File: src/sws_pkg.sv
// ----------------------------------------------------------------------------
// sws_pkg
// Shared types and constants of the stack with linear search.
// ----------------------------------------------------------------------------
package sws_pkg;

  localparam int unsigned DataW    = 32;
  localparam int unsigned PosW     = 7;
  localparam int unsigned CountW   = 8;
  localparam int unsigned DefDepth = 128;

  typedef enum logic [1:0] {
    CMD_PUSH   = 2'd0,
    CMD_POP    = 2'd1,
    CMD_SEARCH = 2'd2,
    CMD_CLEAR  = 2'd3
  } cmd_e;

  typedef enum logic [1:0] {
    ST_OK    = 2'd0,
    ST_FULL  = 2'd1,
    ST_EMPTY = 2'd2,
    ST_MISS  = 2'd3
  } status_e;

  typedef struct packed {
    logic op_load;
    logic srch_start;
    logic srch_step;
    logic srch_load;
  } dp_ctrl_t;

  typedef struct packed {
    logic hit;
    logic miss;
  } dp_stat_t;

endpackage

File: src/sws_ram.sv
// ----------------------------------------------------------------------------
// sws_ram
// Generic single-write, single-read RAM with registered read data.
// ----------------------------------------------------------------------------
module sws_ram #(
  parameter int unsigned Width = sws_pkg::DataW,
  parameter int unsigned Depth = sws_pkg::DefDepth,
  localparam int unsigned AddrW = $clog2(Depth)
) (
  input  logic             clk_i,
  input  logic             we_i,
  input  logic [AddrW-1:0] waddr_i,
  input  logic [Width-1:0] wdata_i,
  input  logic [AddrW-1:0] raddr_i,
  output logic [Width-1:0] rdata_o
);

  logic [Width-1:0] mem_q [Depth];
  logic [Width-1:0] rdata_q;

  always_ff @(posedge clk_i) begin
    if (we_i) begin
      mem_q[waddr_i] <= wdata_i;
    end
    rdata_q <= mem_q[raddr_i];
  end

  assign rdata_o = rdata_q;

endmodule

File: src/sws_ctrl.sv
// ----------------------------------------------------------------------------
// sws_ctrl
// Controller: input and output handshake, search sequencing.
// ----------------------------------------------------------------------------
module sws_ctrl (
  input  logic               clk_i,
  input  logic               rst_ni,
  input  logic               in_valid_i,
  input  logic [1:0]         command_i,
  output logic               in_stall_o,
  output logic               out_valid_o,
  input  logic               out_stall_i,
  output sws_pkg::dp_ctrl_t  ctrl_o,
  input  sws_pkg::dp_stat_t  stat_i
);

  import sws_pkg::*;

  typedef enum logic {
    S_IDLE,
    S_SEARCH
  } state_e;

  state_e state_q;
  logic   out_valid_q;
  logic   out_busy;
  logic   accept;
  logic   is_search;
  logic   done;

  assign out_busy   = out_valid_q && out_stall_i;
  assign in_stall_o = (state_q != S_IDLE) || out_busy;
  assign accept     = in_valid_i && !in_stall_o;
  assign is_search  = (cmd_e'(command_i) == CMD_SEARCH);
  assign done       = (state_q == S_SEARCH) && (stat_i.hit || stat_i.miss);

  always_comb begin
    ctrl_o            = '0;
    ctrl_o.op_load    = accept && !is_search;
    ctrl_o.srch_start = accept && is_search;
    ctrl_o.srch_step  = (state_q == S_SEARCH);
    ctrl_o.srch_load  = done;
  end

  always_ff @(posedge clk_i or negedge rst_ni) begin
    if (!rst_ni) begin
      state_q     <= S_IDLE;
      out_valid_q <= 1'b0;
    end else begin
      unique case (state_q)
        S_IDLE: begin
          if (accept && is_search) begin
            state_q <= S_SEARCH;
          end
        end
        S_SEARCH: begin
          if (done) begin
            state_q <= S_IDLE;
          end
        end
        default: begin
          state_q <= S_IDLE;
        end
      endcase
      if ((accept && !is_search) || done) begin
        out_valid_q <= 1'b1;
      end else if (!out_stall_i) begin
        out_valid_q <= 1'b0;
      end
    end
  end

  assign out_valid_o = out_valid_q;

endmodule

File: src/sws_datapath.sv
// ----------------------------------------------------------------------------
// sws_datapath
// Datapath: entry memory, fill count, search scan and result register.
// ----------------------------------------------------------------------------
module sws_datapath #(
  parameter int unsigned DEPTH = sws_pkg::DefDepth
) (
  input  logic                        clk_i,
  input  logic                        rst_ni,
  input  logic [1:0]                  command_i,
  input  logic signed [31:0]          operand_value_i,
  input  sws_pkg::dp_ctrl_t           ctrl_i,
  output sws_pkg::dp_stat_t           stat_o,
  output logic [1:0]                  status_o,
  output logic [sws_pkg::PosW-1:0]    found_position_o,
  output logic [sws_pkg::CountW-1:0]  entry_count_o
);

  import sws_pkg::*;

  localparam int unsigned AddrW = $clog2(DEPTH);
  localparam int unsigned CntW  = $clog2(DEPTH + 1);

  logic [CntW-1:0]   count_q;
  logic [CntW-1:0]   count_d;
  logic [CntW-1:0]   scan_q;
  logic              pend_q;
  logic [AddrW-1:0]  pidx_q;
  logic [DataW-1:0]  key_q;
  status_e           res_status_q;
  logic [PosW-1:0]   res_pos_q;
  logic [CountW-1:0] res_count_q;

  status_e           op_status;
  logic              we;
  logic [DataW-1:0]  rdata;
  logic              issue;
  logic              hit;

  sws_ram #(
    .Width (DataW),
    .Depth (DEPTH)
  ) u_ram (
    .clk_i   (clk_i),
    .we_i    (we),
    .waddr_i (count_q[AddrW-1:0]),
    .wdata_i (operand_value_i),
    .raddr_i (scan_q[AddrW-1:0]),
    .rdata_o (rdata)
  );

  // scan one entry per cycle, compare the word read in the previous cycle
  assign issue       = ctrl_i.srch_step && (scan_q < count_q);
  assign hit         = pend_q && (rdata == key_q);
  assign stat_o.hit  = ctrl_i.srch_step && hit;
  assign stat_o.miss = ctrl_i.srch_step && !hit && !issue;

  always_comb begin
    count_d   = count_q;
    op_status = ST_OK;
    we        = 1'b0;
    if (ctrl_i.op_load) begin
      unique case (cmd_e'(command_i))
        CMD_PUSH: begin
          if (count_q == CntW'(DEPTH)) begin
            op_status = ST_FULL;
          end else begin
            we      = 1'b1;
            count_d = count_q + CntW'(1);
          end
        end
        CMD_POP: begin
          if (count_q == '0) begin
            op_status = ST_EMPTY;
          end else begin
            count_d = count_q - CntW'(1);
          end
        end
        CMD_CLEAR: begin
          count_d = '0;
        end
        CMD_SEARCH: begin
          count_d = count_q;
        end
      endcase
    end
  end

  always_ff @(posedge clk_i or negedge rst_ni) begin
    if (!rst_ni) begin
      count_q <= '0;
      scan_q  <= '0;
      pend_q  <= 1'b0;
    end else begin
      count_q <= count_d;
      if (ctrl_i.srch_start) begin
        scan_q <= '0;
        pend_q <= 1'b0;
      end else if (ctrl_i.srch_step) begin
        if (issue) begin
          scan_q <= scan_q + CntW'(1);
        end
        pend_q <= issue;
      end
    end
  end

  always_ff @(posedge clk_i) begin
    if (ctrl_i.srch_start) begin
      key_q <= operand_value_i;
    end
    if (ctrl_i.srch_step) begin
      pidx_q <= scan_q[AddrW-1:0];
    end
    if (ctrl_i.op_load) begin
      res_status_q <= op_status;
      res_pos_q    <= '0;
      res_count_q  <= CountW'(count_d);
    end else if (ctrl_i.srch_load) begin
      res_status_q <= hit ? ST_OK : ST_MISS;
      res_pos_q    <= hit ? PosW'(pidx_q) : '0;
      res_count_q  <= CountW'(count_q);
    end
  end

  assign status_o         = res_status_q;
  assign found_position_o = res_pos_q;
  assign entry_count_o    = res_count_q;

endmodule

File: src/stack_with_search.sv
// ----------------------------------------------------------------------------
// stack_with_search
// Bounded LIFO stack of 32-bit words with push, pop, clear and a linear
// search from the bottom. Push, pop and clear give their result in the
// cycle after the item is taken. A search reads the entry RAM through its
// single read port, one entry per cycle from the bottom, and its result
// appears once an entry matches or all entries on the stack have been read.
// One item is in work at a time; the next item is taken once the previous
// result has been shown and is not stalled.
// ----------------------------------------------------------------------------
module stack_with_search #(
  parameter int unsigned DEPTH = sws_pkg::DefDepth
) (
  input  logic                        clk_i,
  input  logic                        rst_ni,
  input  logic                        in_valid_i,
  output logic                        in_stall_o,
  input  logic [1:0]                  command_i,
  input  logic signed [31:0]          operand_value_i,
  output logic                        out_valid_o,
  input  logic                        out_stall_i,
  output logic [1:0]                  status_o,
  output logic [sws_pkg::PosW-1:0]    found_position_o,
  output logic [sws_pkg::CountW-1:0]  entry_count_o
);

  import sws_pkg::*;

  dp_ctrl_t ctrl;
  dp_stat_t stat;

  sws_ctrl u_ctrl (
    .clk_i       (clk_i),
    .rst_ni      (rst_ni),
    .in_valid_i  (in_valid_i),
    .command_i   (command_i),
    .in_stall_o  (in_stall_o),
    .out_valid_o (out_valid_o),
    .out_stall_i (out_stall_i),
    .ctrl_o      (ctrl),
    .stat_i      (stat)
  );

  sws_datapath #(
    .DEPTH (DEPTH)
  ) u_datapath (
    .clk_i            (clk_i),
    .rst_ni           (rst_ni),
    .command_i        (command_i),
    .operand_value_i  (operand_value_i),
    .ctrl_i           (ctrl),
    .stat_o           (stat),
    .status_o         (status_o),
    .found_position_o (found_position_o),
    .entry_count_o    (entry_count_o)
  );

endmodule

File: config.mk
export PLATFORM = sky130hd
export DESIGN_NAME = stack_with_search
export DESIGN_NICKNAME = d
export VERILOG_FILES = /design/src/sws_pkg.sv /design/src/sws_ram.sv /design/src/sws_ctrl.sv /design/src/sws_datapath.sv /design/src/stack_with_search.sv
export SDC_FILE = /design/constraint.sdc
export NUM_CORES = 2
export LEC_CHECK = 0
export BUFFER_PORTS_ARGS = -buffer_cell sky130_fd_sc_hd__buf_2
export CAP_MARGIN = 25
export CORE_ASPECT_RATIO = 0.75
export CORE_UTILIZATION = 60
export DETAILED_ROUTE_END_ITERATION = 8
export MAX_ROUTING_LAYER = met4
export PLACE_DENSITY = 0.81
export SYNTH_ARGS = -nofsm -noshare
export SYNTH_HDL_FRONTEND = slang
export SYNTH_HIERARCHICAL = 1
export SYNTH_SLANG_ARGS = --single-unit
export TNS_END_PERCENT = 5
File: constraint.sdc
create_clock -name clk_i -period 5.15 [get_ports clk_i]
set_input_delay 0.2575 -clock clk_i [delete_from_list [all_inputs] [get_ports clk_i]]
set_output_delay 0.2575 -clock clk_i [all_outputs]
set_load 0.01 [all_outputs]
==> impl_results.md <==
* Outcome: complete, but fails checks
* Failing checks: antenna rules
* Top FF cell, synth: edfxtp_1
* Crit end category: register
* Largest net degree at the start of global routing at 103
* Post-DRT Antenna Nets at 1
* Worst r2r src: u_ctrl/state_q$_DFF_PN0_
* Vias in the first global route at 80.3k
* Post-synthesis register bit count at 4203
* Filler cells at roughly 14k
* Post-synth EDFFs at a little over 4k
* Worst slew margin at 0.216
* Gr usage total at 0.373
* Top sig layer: met4
* Worst setup margin at ~0.14 ns
* Worst-Margin Slew at 1.18 ns
* Lkg Pwr at 54.8 nW
* Pwr/cell area at 519 mW/mm2
* Req. time, crit path at just under 6 ns
* Final period util at 0.972
* CTS tree: yes
* Reg clk slew, reported paths at 0.09 ns
* Post-synth ARST share at 0.00452
* Via count of the routed design at 81.2k
* Die X at between 500 and 600 um
* Clock latency at the later pin of the worst-skew pair at 0.94 ns
* DR pass1 iterations at 8
* Multi-input gate area at 0.0337 mm2
* RD Place Congestion at 0.913
* Row count at 163
* Maximum vdd ir drop at 0.575 mV
* CP max FO at 22
* Fin. max-slew vios at 0
* Detail Placement HPWL at 244000 um
* Number of port buffers at 56
* Pre-CTS WS at 0.879 ns
* Final Hold Violating Endpoints at 0
* Synthesized cell area at 0.160 mm2
* Pwr Total at 93.8 mW
* DRT iter0 DRCs at 16.1k
* Die area at around 0.27 mm2
* Residual DRC at 0
* Global-route wire length before repair at 659000 um
* Cell Count, Final, Fillers Out at 10.7k
* Synth unique cells at 57
* I/O pins at 57
* Clock sink total at 4203
* Fin crit period at 5.01 ns
* Final nets at a little under 7k
* TritonCTS Buffers at approximately 370
* Initial antenna violation count at between 60 and 70
* Syn_area_per_cell at ~25 um2
* Post-CTS sizing at 0
* Clock skew at 0.0655 ns
* Fmax at 0.200 GHz
* Sequential cell area at 0.126 mm2
* Hold crit path type: input pin to register
* GRT overflow at 0
* Clk root buf: clkbuf_16
* Post-CTS setup buffer count at 0
* Final Setup Violations at 0
* Layout area overhead at 13.0%
* DR WL met3 at 82800 um
* Die Ht at 449 um
* Initial core utilization at 0.606
* Placed cell count at 9889
* Total Wirelength at 486000 um
* WP data arrival at 5.63 ns
* Finished Core Util at 0.684
* Metal-1 WL at 150000 um
* CORE AREA at 0.264 mm2
* Largest buffer count on any clock path at 4
* Synth warn at 6
* Critical path class: register to register
* Vias per cell at 7.61
* Setup_tns at 0 ns
* Register area share after synthesis at 0.787
* H-tree depth at 5
* Post-DR wirelength/cell at 45.5 um
* Hold_sp: operand_value_i[6]
* Synth Net Count at 6333
* RSZ-0062 raised after global routing: false
* Worst Setup SP: u_ctrl/state_q$_DFF_PN0_
* Hold_buf cts at 32
* Max Cap Viol at 0
* Metal2 WL at ~220000 um
* Cells after synthesis at about 6.3k
* Crit path launch type: register
* Share of layout cells above drive strength 1 at 0.349
[per-layer routing]
metal / track usage / vias up
li1: - / 28469
met1: 0.478 / 41975
met2: 0.540 / 9048
met3: 0.131 / 1746
met4: 0.175 / 0
met5: - / -
[worst max-delay path: stages, from the launching register on]
cell,delay (ns)
dfrtp_1,0.65
a21oi_2,0.34
inv_2,0.09
nor3_2,0.28
buf_4,0.29
and2_1,0.53
nand3_2,0.91
nor2_4,1.20
buf_4,0.32
[metrics by stage]
step	area (um2)	hold WS, ns
finish	181000	0.0293
global route	181000	0.0327
CTS	180000	0.00872
detailed placement	168000	0.251
global placement	168000	0.243
floorplan	160000	-0.0381
[final timing paths]
| check | end | slack [ns] | depth (start not counted) |
|---|---|---|---|
| max | u_datapath/u_ram/mem_q[17][6]$_DFFE_PP_ | 0.14 | 8 |
| min | u_datapath/u_ram/mem_q[32][6]$_DFFE_PP_ | 0.03 | 1 |
| max reg2reg | u_datapath/u_ram/mem_q[17][6]$_DFFE_PP_ | 0.14 | 8 |
| min reg2reg | u_datapath/found_position_o[6]$_SDFFE_PP0P_ | 0.51 | 1 |
| max in group asynchronous | u_datapath/scan_q[1]$_DFFE_PN0P_ | 4.35 | 4 |
| min in group asynchronous | u_datapath/scan_q[7]$_DFFE_PN0P_ | 0.29 | 3 |
[placed cells by master, fill, tap and decap left out, types with 24 or more instances in the layout]
cell type and count:
mux4_2 1344, clkbuf_1 57, diode_2 65, clkbuf_16 375, nand2_1 29, nor2_4 119, clkinv_2 69, buf_4 282
clkinv_1 68, edfxtp_1 4145, buf_12 71, dfxtp_1 39, mux2_2 34, bufinv_16 54, dlygate4sd3_1 34, buf_2 24
[logic make-up (layout without fill, tap and decap cells)]
family                   count (synthesis)  count (layout)  synth area share
multiplexers                          1379            1379             0.192
AND/OR/NAND/NOR                        257             257           0.00742
buffers and inverters                  337            1110           0.00874
XOR/XNOR                                33              33           0.00181
other                                    0              65                 0
flip-flops                            4203            4203             0.787
adder cells (fa/ha/maj)                 11              11          0.000861
AO/OA/AOI/OAI                           64              64           0.00269
[power breakdown]
part,switching (mW),internal (mW)
logic,14.9,11.1
registers,0.539,37.9
clock network,13.0,16.2
[registers in the layout, indices dropped and copies added (netlist names)]
name and count:
u_datapath/u_ram/mem_q 4096, u_datapath/key_q 32, u_datapath/u_ram/rdata_o 32, u_datapath/count_q 8
u_datapath/entry_count_o 8, u_datapath/scan_q 8, u_datapath/found_position_o 7, u_datapath/pidx_q 7
u_datapath/status_o 2, u_ctrl/out_valid_o 1, u_ctrl/state_q 1, u_datapath/pend_q 1
[synth_stat cells (all sizes together), types with 2 or more instances]
| library cell | n | area, um2 |
|---|---|---|
| o22a | 2 | 17.5 |
| mux4 | 1344 | 30300 |
| xnor2 | 17 | 149 |
| clkbuf | 186 | 698 |
| nand3 | 18 | 90.1 |
| nor2 | 139 | 522 |
| mux2 | 34 | 383 |
| nor3 | 16 | 85.1 |
| o21ai | 12 | 60.1 |
| a31oi | 4 | 25.0 |
| dfxtp | 39 | 781 |
| xor2 | 16 | 140 |
| and2 | 3 | 18.8 |
| o22ai | 4 | 25.0 |
| or4 | 2 | 22.5 |
| a21oi | 16 | 83.8 |
| edfxtp | 4145 | 124000 |
| a22o | 7 | 61.3 |
| nor4 | 6 | 37.5 |
| nand2b | 5 | 31.3 |
| nand2 | 29 | 109 |
| a22oi | 2 | 15.0 |
| dfrtp | 19 | 475 |
| ha | 11 | 138 |
| a21o | 3 | 22.5 |
| or3 | 4 | 25.0 |
| nand4 | 8 | 50.1 |
| a221oi | 2 | 17.5 |
| buf | 136 | 643 |
| nor2b | 11 | 76.3 |
| inv | 15 | 56.3 |
| and3 | 12 | 77.6 |
[cell type report]
type	instances	share of cell area
Tap cell	3547	0.0246
Clock buffer	440	0.0537
Clock inverter	234	0.0145
Sequential cell	4203	0.696
Antenna cell	65	0.000901
Multi-Input combinational cell	1744	0.186
Timing Repair Buffer	421	0.0234
Inverter	15	0.000312
Power figures use the tool's default switching activity.
